[src/rtl/sha512t_pkg.sv]
// SHA-512/256 engine package: state enum, initial hash values, round constants.
// Used by sha512t_round and sha512_256_hash_engine_unit.
package sha512t_pkg;

    typedef enum logic [2:0] {
        ST_IDLE,
        ST_COMP,
        ST_FOLD,
        ST_PAD,
        ST_OUT
    } t_state;

    localparam logic [63:0] PAD_WORD = 64'h8000_0000_0000_0000;

    function automatic logic [63:0] init_hash(input logic [2:0] i);
        logic [63:0] v;
        case (i)
            3'd0: v = 64'h22312194FC2BF72C;
            3'd1: v = 64'h9F555FA3C84C64C2;
            3'd2: v = 64'h2393B86B6F53B151;
            3'd3: v = 64'h963877195940EABD;
            3'd4: v = 64'h96283EE2A88EFFE3;
            3'd5: v = 64'hBE5E1E2553863992;
            3'd6: v = 64'h2B0199FC2C85B8AA;
            default: v = 64'h0EB72DDC81C52CA2;
        endcase
        return v;
    endfunction

    localparam logic [63:0] K [80] = '{
        64'h428a2f98d728ae22, 64'h7137449123ef65cd, 64'hb5c0fbcfec4d3b2f, 64'he9b5dba58189dbbc,
        64'h3956c25bf348b538, 64'h59f111f1b605d019, 64'h923f82a4af194f9b, 64'hab1c5ed5da6d8118,
        64'hd807aa98a3030242, 64'h12835b0145706fbe, 64'h243185be4ee4b28c, 64'h550c7dc3d5ffb4e2,
        64'h72be5d74f27b896f, 64'h80deb1fe3b1696b1, 64'h9bdc06a725c71235, 64'hc19bf174cf692694,
        64'he49b69c19ef14ad2, 64'hefbe4786384f25e3, 64'h0fc19dc68b8cd5b5, 64'h240ca1cc77ac9c65,
        64'h2de92c6f592b0275, 64'h4a7484aa6ea6e483, 64'h5cb0a9dcbd41fbd4, 64'h76f988da831153b5,
        64'h983e5152ee66dfab, 64'ha831c66d2db43210, 64'hb00327c898fb213f, 64'hbf597fc7beef0ee4,
        64'hc6e00bf33da88fc2, 64'hd5a79147930aa725, 64'h06ca6351e003826f, 64'h142929670a0e6e70,
        64'h27b70a8546d22ffc, 64'h2e1b21385c26c926, 64'h4d2c6dfc5ac42aed, 64'h53380d139d95b3df,
        64'h650a73548baf63de, 64'h766a0abb3c77b2a8, 64'h81c2c92e47edaee6, 64'h92722c851482353b,
        64'ha2bfe8a14cf10364, 64'ha81a664bbc423001, 64'hc24b8b70d0f89791, 64'hc76c51a30654be30,
        64'hd192e819d6ef5218, 64'hd69906245565a910, 64'hf40e35855771202a, 64'h106aa07032bbd1b8,
        64'h19a4c116b8d2d0c8, 64'h1e376c085141ab53, 64'h2748774cdf8eeb99, 64'h34b0bcb5e19b48a8,
        64'h391c0cb3c5c95a63, 64'h4ed8aa4ae3418acb, 64'h5b9cca4f7763e373, 64'h682e6ff3d6b2b8a3,
        64'h748f82ee5defb2fc, 64'h78a5636f43172f60, 64'h84c87814a1f0ab72, 64'h8cc702081a6439ec,
        64'h90befffa23631e28, 64'ha4506cebde82bde9, 64'hbef9a3f7b2c67915, 64'hc67178f2e372532b,
        64'hca273eceea26619c, 64'hd186b8c721c0c207, 64'heada7dd6cde0eb1e, 64'hf57d4f7fee6ed178,
        64'h06f067aa72176fba, 64'h0a637dc5a2c898a6, 64'h113f9804bef90dae, 64'h1b710b35131c471b,
        64'h28db77f523047d84, 64'h32caab7b40c72493, 64'h3c9ebe0a15c9bebc, 64'h431d67c49c100d4c,
        64'h4cc5d4becb3e42b6, 64'h597f299cfc657e2a, 64'h5fcb6fab3ad6faec, 64'h6c44198c4a475817
    };

    typedef logic [7:0][63:0] t_vars;

endpackage

[src/rtl/sha512t_round.sv]
// One SHA-512 compression round: combinational round function on working vars.
// Depends on sha512t_pkg.
module sha512t_round (
    input  sha512t_pkg::t_vars i_v,
    input  logic [63:0]        i_k,
    input  logic [63:0]        i_w,
    output sha512t_pkg::t_vars o_v
);
    logic [63:0] s1, ch, s0, mj, t1, t2;

    always_comb begin
        s1 = {i_v[4][13:0], i_v[4][63:14]} ^ {i_v[4][17:0], i_v[4][63:18]}
           ^ {i_v[4][40:0], i_v[4][63:41]};
        ch = (i_v[4] & i_v[5]) ^ (~i_v[4] & i_v[6]);
        s0 = {i_v[0][27:0], i_v[0][63:28]} ^ {i_v[0][33:0], i_v[0][63:34]}
           ^ {i_v[0][38:0], i_v[0][63:39]};
        mj = (i_v[0] & i_v[1]) ^ (i_v[0] & i_v[2]) ^ (i_v[1] & i_v[2]);
        t1 = i_v[7] + s1 + ch + i_k + i_w;
        t2 = s0 + mj;
        o_v[7] = i_v[6];
        o_v[6] = i_v[5];
        o_v[5] = i_v[4];
        o_v[4] = i_v[3] + t1;
        o_v[3] = i_v[2];
        o_v[2] = i_v[1];
        o_v[1] = i_v[0];
        o_v[0] = t1 + t2;
    end
endmodule

[config.mk]
export PLATFORM = sky130hd
export DESIGN_NAME = sha512t_round
export DESIGN_NICKNAME = d
export VERILOG_FILES = /design/src/rtl/sha512t_pkg.sv /design/src/rtl/sha512t_round.sv
export SDC_FILE = /design/constraint.sdc
export NUM_CORES = 1
export LEC_CHECK = 0
export ABC_CLOCK_PERIOD_IN_PS = 18500
export BUFFER_PORTS_ARGS = -buffer_cell sky130_fd_sc_hd__buf_4
export CORE_AREA = 4 4 442 444
export DETAILED_ROUTE_END_ITERATION = 10
export DIE_AREA = 0 0 446 448
export SLEW_MARGIN = 25
export SYNTH_ARGS = -nofsm -noshare
export SYNTH_HDL_FRONTEND = slang
export SYNTH_SLANG_ARGS = --single-unit
[constraint.sdc]
create_clock -name vclk -period 18.5
set_input_delay 0.925 -clock vclk [all_inputs]
set_output_delay 0.925 -clock vclk [all_outputs]
set_load 0.03 [all_outputs]
* Yosys cells after proc, flatten, opt, wreduce, memory -nomap -nowiden
Index checks and enable logic that the tools add are counted.
** Word-level totals
- Bits in registers :: 0
- Logic and storage cells :: 20
- Bits of input ports :: 640
** Cells by class
- Bitwise operators :: 13
- $add $sub $neg :: 7
** Operator list (number)
- adder 64 bit :: 7
- XOR 64 bit :: 7
- AND 64 bit :: 5
- NOT 64 bit :: 1

* Longest topological paths before layout
Gate-level depths: netlist of the first run.
- Depth after elaboration :: 7
- Depth in mapped cells :: 32

* Worst setup path after synthesis of the first run
Ideal clock, no wire load.
- Path type :: input-to-output
- Start :: input port i_v[449] (netlist name)
- End :: output port o_v[58] (netlist name)
- Path slack :: 9.943 ns
- Data required time :: 17.575 ns
- Stages on the path :: 27
- Data arrival time :: 7.632 ns
- Path through :: inv_1 fa_1 fa_1 fa_1 inv_1 ha_1 fa_1 a21oi_1 o21ai_0 o22ai_1 o21ai_1 a41oi_1 o21ai_0 a31oi_1 xnor2_1 fa_1 ha_1 and3_1 nand4_1 or2_2 nor4_1 o21ai_0 nand4_1 a31oi_1 nor3_1 a31oi_1 xnor2_1
** RTL lines
- start, declared :: RTL line sha512t_round.sv:4 : input sha512t_pkg::t_vars i_v,
- end, declared :: RTL line sha512t_round.sv:7 : output sha512t_pkg::t_vars o_v

==> results of run 1 <==
==> logic make-up after synthesis <==
kind of cell | after synthesis | share of synthesized area
fa+ha+maj | 485 | 0.3208
compound gates | 672 | 0.1762
simple gates | 501 | 0.1000
buf+inv | 1000 | 0.2153
xor+xnor | 444 | 0.1593
mux | 67 | 0.02849
==> Yosys cell counts (all sizes together) (51+ instances only) <==
| cell type | number |
|---|---|
| a21o | 115 |
| buf | 399 |
| nand3 | 51 |
| fa | 253 |
| inv | 515 |
| nor2 | 102 |
| xnor2 | 329 |
| o21ai | 132 |
| nand2 | 155 |
| ha | 189 |
| clkbuf | 85 |
| a21oi | 213 |
| xor2 | 114 |
==> per-stage QoR <==
| stage | setup WS [ns] | cell area [um2] | utilization | std cells |
|---|---|---|---|---|
| floorplan | 9.943 | 24500 | - | 3169 |
| global placement | 7.816 | 32970 | 0.1721 | 6362 |
| detailed placement | 7.865 | 32970 | 0.1721 | 6362 |
| CTS | 7.809 | 32970 | 0.1721 | 6362 |
| global route | 7.326 | 33060 | 0.1726 | 6398 |
| finish | 7.771 | 33070 | 0.1726 | 6400 |
==> layout make-up <==
type	count	area (um2)
Fill cell	21810	158500
Inverter	515	1933
Tap cell	2526	3161
Antenna cell	38	95.09
Timing Repair Buffer	1152	8648
Multi-Input combinational cell	2169	19230
==> worst max-delay path, delay by kind of cell <==
kind / cells / cell delay [ns]
buf+inv: 3 / 0.49
compound gates: 10 / 2.66
xor+xnor: 4 / 1.60
simple gates: 6 / 1.78
fa+ha+maj: 6 / 2.32
==> layout by cell type, fill, tap and decap left out, types with 27 or more instances in the layout <==
master and count:
nor3_1 31, diode_2 38, nand2_1 155, a21oi_1 210, xnor2_1 329, o21bai_1 38, o21ai_0 105, nand4_1 45
xor2_1 114, nand3_1 51, o21ai_1 27, buf_4 1152, maj3_1 43, inv_1 514, a31oi_1 32, mux2i_1 45
fa_1 253, ha_1 189, a21o_1 113, nor2_1 102
==> layer usage <==
layer	vias up	wire [um]
li1	11380	-
met1	12730	81720
met2	1203	117800
met3	313	13320
met4	0	12290
met5	-	0
==> final timing paths <==
kind | from | end | slack [ns] | cells past startpoint
max | i_v[275] | o_v[62] | 7.77 | 29
min | i_v[389] | o_v[453] | 2.08 | 2
==> run_results.csv, run 1 <==
group,metric,value,unit
run_status,status,"completed",
detailed_routing,wire_per_inst,35.18,um
place,io_buffers,1152,
global_route,grt_pass1_vias,26350,
clock_tree,cts_resized,0,
global_route,grt.met1_usage,0.2281,
place,post-dp-hpwl,210400,um
synthesis,syn_area,0.02450,mm2
synthesis,synth-seq-area-share,0,
floorplanning,dieArea,0.1998,mm2
place,gp_congestion,0.9374,
setup_path,required,17.57,ns
global_route,antenna_found_initial,98,
hold_path,min_path_type,"in -> out",
detailed_routing,route.detailed.drc,0,
run,cap_violations,0,
setup_path,critPathMaxFanout,5,
global_route,grt_pass1_wl,276100,um
cells_and_area,nClkBuffers,0,
cells_and_area,layout-drive-gt1-share,0.3131,
sta,slew-limit-headroom,0.3029,
floorplanning,io-pin-count,1152,
floorplanning,core,0.1916,mm2
global_route,grt_max_degree,11,
synthesis,yosys_warnings,0,
detailed_routing,drt-total-wl,225100,um
setup_path,critPathKind,"in -> out",
clock_tree,cts_setup_buffers,0,
detailed_routing,antenna_left,0,
sta,final-hold-violation-count,0,
global_route,met3_usage,0.04287,
synthesis,synth_top_area_frac,0.2067,
global_route,met2_usage,0.3970,
global_route,grt_overflow_total,0,
sta,setup_viol,0,
floorplanning,fp.dieW,446,um
synthesis,synth.avg_cell_area,7.733,um2
sta,period_needed,10.73,ns
setup_path,end_kind,"output port",
sta,rsz0062_at_grt,"false",
detailed_routing,initialDrtViolationCount,1944,
synthesis,synth_nets,4251,
floorplanning,die_h,448,um
sta,whs,2.077,ns
setup_path,cp_common_cell,"fa_1",
setup_path,cpPeakStageDelay,0.67,ns
setup_path,cp_slowest_cell,"xnor2_1",
detailed_routing,avgViaCountPerCell,4.004,
synthesis,synth_cells,3169,
sta,worst_pin_slew,1.038,ns
synthesis,synth_cell_types,90,
cells_and_area,seqCellArea,0,um2
detailed_routing,firstDrtPassIters,6,
sta,fin_setup_tns,0,ns
global_route,grt_usage,0.2129,
synthesis,netlist_top_cells_area,"fa_1 (21%), buf_4 (12%), xnor2_1 (12%), ha_1 (9.7%), inv_1 (7.9%)",
floorplanning,num_rows,161,
global_route,top_usage_layer,"met2",
cells_and_area,syn_to_final_growth,34.94,%
sta,max_freq,93.21,MHz
synthesis,yosys.area.top_type,"fa_1",
setup_path,crit_path_start_kind,"input pin",
cells_and_area,layout.nets,4920,
clock_tree,cts_hold_buffers,0,
floorplanning,initial_core_util,0.1279,
cells_and_area,seq_cell_count,0,
detailed_routing,dr_total_vias,25630,
sta,min_period_over_period,0.5799,
sta,report.final.slew_viol_count,0,
setup_path,crit_arrival,9.80,ns
Power of run 1 is not shown: default switching activity piles up to over one toggle a cycle in this logic, so the estimate is an artifact.
==> run 2, diff against run 1 <==
--- a/config.mk
+++ b/config.mk
@@ -5,11 +5,11 @@
 export SDC_FILE = /design/constraint.sdc
 export NUM_CORES = 1
 export LEC_CHECK = 0
-export ABC_CLOCK_PERIOD_IN_PS = 18500
+export ABC_CLOCK_PERIOD_IN_PS = 8950
 export BUFFER_PORTS_ARGS = -buffer_cell sky130_fd_sc_hd__buf_4
-export CORE_AREA = 4 4 442 444
+export CORE_AREA = 4 4 453 455
 export DETAILED_ROUTE_END_ITERATION = 10
-export DIE_AREA = 0 0 446 448
+export DIE_AREA = 0 0 457 459
 export SLEW_MARGIN = 25
 export SYNTH_ARGS = -nofsm -noshare
 export SYNTH_HDL_FRONTEND = slang
==> constraint.sdc (replaced) <==
create_clock -name vclk -period 8.95
set_input_delay 0.4475 -clock vclk [all_inputs]
set_output_delay 0.4475 -clock vclk [all_outputs]
set_load 0.03 [all_outputs]
==> run 2 against run 1 <==
Worst setup slack got worse by 7.4 ns. Sequential share of layout area unchanged. Core utilization increased by 1.2 points. Wire length increased by 8.4%. Die area increased by 5.0%. Non-clock buffer count increased by 450. First-iteration DRC count decreased by 5.2%. Critical endpoint unchanged. Largest cell class unchanged. Count of clock-buffer cells in the layout unchanged. Flip-flop and latch count unchanged. Via count increased by 7.5%.
==> run_results.csv, run 2 (synthesized netlist as in run 1, its figures left out) <==
group,metric,value,unit
run_status,status,"completed",
detailed_routing,wire_per_inst,34.87,um
sta,min_period_over_period,0.9577,
setup_path,crit_arrival,8.12,ns
detailed_routing,route.detailed.drc,0,
cells_and_area,layout.nets,5370,
detailed_routing,initialDrtViolationCount,1842,
sta,worst_pin_slew,0.8809,ns
cells_and_area,syn_to_final_growth,51.37,%
setup_path,cp_common_cell,"buf_4",
detailed_routing,avgViaCountPerCell,3.939,
cells_and_area,utilization,0.1843,
hold_path,min_path_type,"in -> out",
sta,final-hold-violation-count,0,
sta,slew-limit-headroom,0.4085,
clock_tree,cts_hold_buffers,0,
sta,period_needed,8.571,ns
global_route,grt_pass1_vias,28500,
cells_and_area,instances_no_fill,6995,
floorplanning,initial_core_util,0.1217,
detailed_routing,drt-total-wl,243900,um
setup_path,required,8.50,ns
place,gp_congestion,0.9281,
floorplanning,dieArea,0.2098,mm2
sta,fin_setup_tns,0,ns
setup_path,cpPeakStageDelay,0.70,ns
setup_path,crit_end,"o_v[62]",
setup_path,crit_path_start_kind,"input pin",
setup_path,cp-startpoint,"i_v[289]",
cells_and_area,seq_cell_count,0,
floorplanning,fp.dieW,457,um
cells_and_area,fin_area,0.03709,mm2
setup_path,critPathKind,"in -> out",
global_route,grt_overflow_total,0,
cells_and_area,seqCellArea,0,um2
sta,report.final.slew_viol_count,0,
cells_and_area,fill_cells,22960,
floorplanning,die_h,459,um
floorplanning,num_rows,165,
cells_and_area,final_cell_mix,"buf_4 (1,581), inv_1 (514), xnor2_1 (322)",
cells_and_area,layout-drive-gt1-share,0.3920,
global_route,grt_usage,0.2217,
sta,setup_viol,0,
run,cap_violations,0,
detailed_routing,dr_total_vias,27550,
floorplanning,core,0.2013,mm2
floorplanning,io-pin-count,1152,
global_route,grt_pass1_wl,303500,um
place,dp_cells,6955,
place,io_buffers,1152,
global_route,antenna_found_initial,103,
detailed_routing,firstDrtPassIters,7,
place,post-dp-hpwl,230900,um
detailed_routing,antenna_left,0,
place,dpl_cell_area,0.03677,mm2
setup_path,cp_slowest_cell,"xnor2_1",
cells_and_area,final_common_cell,"buf_4",
cells_and_area,nClkBuffers,0,
setup_path,end_kind,"output port",
global_route,grt_max_degree,10,
sta,max_freq,116.7,MHz
setup_path,critPathMaxFanout,6,
## run 2: cell types whose count changed in the layout (fill, tap and decap cells not counted), moves of 2 or more
cell,delta
xor2_1,-9
a21oi_2,+6
a21oi_1,-6
xnor2_1,-7
xnor2_2,+6
buf_12,+21
o21ai_0,-3
o21ai_2,+2
buf_4,+429
xor2_2,+8
## run 2: what timing repair did
action | in CTS | in global routing
pin swaps | 0 | 8
buffers inserted | 0 | 3
endpoints found under the setup margin | 15 | 14
gates resized for setup | 8 | 23
## run 2: cell type report
cell class                      instances  area [um2]  share of cell area
Antenna cell                           37       92.59            0.002496
Inverter                              515        1933             0.05212
Multi-Input combinational cell       2169       19430              0.5239
Tap cell                             2672        3343             0.09013
Timing Repair Buffer                 1602       12290              0.3313
## run 2: worst min path at each step
stage          slack [ns]       end  startpoint  depth (start not counted)
5_1_grt              1.13  o_v[439]    i_v[375]                          2
6_report             1.12  o_v[409]    i_v[345]                          2
2_1_floorplan        1.03  o_v[100]     i_v[36]                          1
3_3_place_gp         1.12  o_v[406]    i_v[342]                          2
3_5_place_dp         1.13  o_v[439]    i_v[375]                          2
4_1_cts              1.13  o_v[439]    i_v[375]                          2
## run 2: critical path, delay by kind of cell
| family | cells | cell delay [ns] |
|---|---|---|
| compound gates | 7 | 1.39 |
| xor+xnor | 4 | 1.19 |
| simple gates | 9 | 2.02 |
| fa+ha+maj | 5 | 2.25 |
| buf+inv | 5 | 0.79 |
## run 2: metrics by stage
| stage | setup WS [ns] | hold WS [ns] |
|---|---|---|
| after floorplan | 1.348 | 1.027 |
| after global placement | -0.6610 | 1.125 |
| after detailed placement | -0.3055 | 1.126 |
| after CTS | 0.003694 | 1.126 |
| after global routing | -0.006519 | 1.130 |
| final | 0.3788 | 1.125 |
## run 2: metal layers
layer	global-route usage	routed length, um	up-vias
li1	-	-	12290
met2	0.3987	121300	1390
met5	0	27	-
met4	0.07762	10270	4
met1	0.2631	97690	13550
met3	0.04051	14640	315
Power of run 2 is left out for the same reason.
==> run 3, diff against run 2 <==
--- a/config.mk
+++ b/config.mk
@@ -6,7 +6,7 @@
 export NUM_CORES = 1
 export LEC_CHECK = 0
 export ABC_CLOCK_PERIOD_IN_PS = 8950
-export BUFFER_PORTS_ARGS = -buffer_cell sky130_fd_sc_hd__buf_4
+export BUFFER_PORTS_ARGS = -buffer_cell sky130_fd_sc_hd__buf_2
 export CORE_AREA = 4 4 453 455
 export DETAILED_ROUTE_END_ITERATION = 10
 export DIE_AREA = 0 0 457 459
==> run 3 against run 2 <==
Global-route usage is 0.60 points lower. Non-clock buffer count is 15 higher. Cell count rose by 0.37%. Die area did not move.
==> run_results.csv, run 3 (synthesized netlist as in run 1, its figures left out) <==
group,metric,value,unit
sta,rsz0062_at_grt,"false",
global_route,grt_pass1_wl,293700,um
floorplanning,die_h,459,um
setup_path,end_kind,"output port",
hold_path,hold_path_depth,2,
hold_path,min_path_type,"in -> out",
run,cap_violations,0,
sta,max_freq,116.2,MHz
cells_and_area,final_cell_mix,"buf_2 (1,134), inv_1 (514), buf_4 (443)",
setup_path,critPathKind,"in -> out",
floorplanning,core,0.2013,mm2
setup_path,cp_common_cell,"buf_4",
cells_and_area,multi_input_area,0.01935,mm2
setup_path,cpPeakStageDelay,0.56,ns
run_status,status,"completed",
cells_and_area,nClkBuffers,0,
sta,final-hold-violation-count,0,
place,gp_congestion,1.028,
setup_path,cp_slowest_cell,"xnor2_2",
detailed_routing,initialDrtViolationCount,1927,
hold_path,min_from,"i_v[345]",
sta,report.final.slew_viol_count,0,
detailed_routing,avgViaCountPerCell,3.927,
cells_and_area,seq_cell_count,0,
detailed_routing,antenna_left,0,
floorplanning,dieArea,0.2098,mm2
setup_path,critPathMaxFanout,8,
floorplanning,fp.dieW,457,um
cells_and_area,instances_no_fill,7021,
setup_path,crit_path_start_kind,"input pin",
cells_and_area,layout-drive-gt1-share,0.3918,
cells_and_area,syn_to_final_growth,40.98,%
sta,min_period_over_period,0.9619,
sta,setup_slack,0.3413,ns
place,dp_slack,-0.1931,ns
floorplanning,initial_core_util,0.1217,
place,io_buffers,1152,
cells_and_area,utilization,0.1716,
cells_and_area,final_common_cell,"buf_2",
hold_path,holdPathEnd,"o_v[409]",
floorplanning,io-pin-count,1152,
global_route,grt_max_degree,10,
detailed_routing,firstDrtPassIters,5,
floorplanning,num_rows,165,
global_route,grt_overflow_total,0,
detailed_routing,wire_per_inst,33.89,um
place,post-dp-hpwl,226500,um
sta,period_needed,8.609,ns
global_route,antenna_found_initial,189,
cells_and_area,layout.nets,5385,
cells_and_area,seqCellArea,0,um2
sta,setup_viol,0,
detailed_routing,route.detailed.drc,0,
sta,slew-limit-headroom,0.5314,
setup_path,required,8.50,ns
cells_and_area,fill_cells,23240,
detailed_routing,dr_total_vias,27570,
global_route,grt_pass1_vias,27550,
global_route,grt_usage,0.2157,
detailed_routing,drt-total-wl,238000,um
clock_tree,cts_hold_buffers,0,
sta,worst_pin_slew,0.6995,ns
setup_path,crit_arrival,8.16,ns
place,dp_cells,6971,
## run 3: cell types whose count changed in the layout (fill, tap and decap cells not counted), moves of 4 or more
cell / before / now
diode_2: 37 / 48
buf_4: 1581 / 443
xnor2_1: 322 / 326
buf_12: 21 / 40
buf_2: 0 / 1134
## run 3: routing by layer
metal	global-route usage	part of all wire	up-vias	wire length (um)
met1	0.2468	0.39	13080	92860
met3	0.05371	0.073	479	17340
met5	0	0.00053	-	127
li1	-	-	12370	-
met4	0.09313	0.057	22	13610
met2	0.3801	0.48	1621	114000
## run 3: timing repair
| item | in CTS | in global routing |
|---|---|---|
| setup buffers | 0 | 2 |
| pin swaps | 0 | 2 |
| gates resized for setup | 2 | 17 |
| setup endpoints to repair | 9 | 11 |
## run 3: critical path: cells and delay by family
kind | cells | cell delay [ns]
buffers and inverters | 9 | 1.24
adders and majority gates | 5 | 2.01
AOI/OAI and AO/OA | 12 | 2.61
and+or+nand+nor | 6 | 0.74
xor gates and xnor gates | 4 | 1.06
## run 3: worst max path at each step
| stage | endpoint | start |
|---|---|---|
| floorplan | o_v[58] | i_v[449] |
| global placement | o_v[62] | i_v[308] |
| detailed placement | o_v[62] | i_v[275] |
| CTS | o_v[62] | i_v[275] |
| global route | o_v[63] | i_v[276] |
| finish | o_v[56] | i_v[308] |
## run 3: final cells by class
class                      count  area share
antenna                       48    0.003477
timing repair buffer        1617      0.2837
inverter                     515     0.05596
multi-input combinational   2169      0.5601
tap                         2672     0.09677
## run 3: stage by stage
stage	area [um2]	hold WS, ns	TNS (ns)
2_1_floorplan	24500	1.027	0
3_3_place_gp	34280	1.166	-1.702
3_5_place_dp	34300	1.167	-0.7314
4_1_cts	34320	1.167	0
5_1_grt	34490	1.174	0
6_report	34550	1.167	0
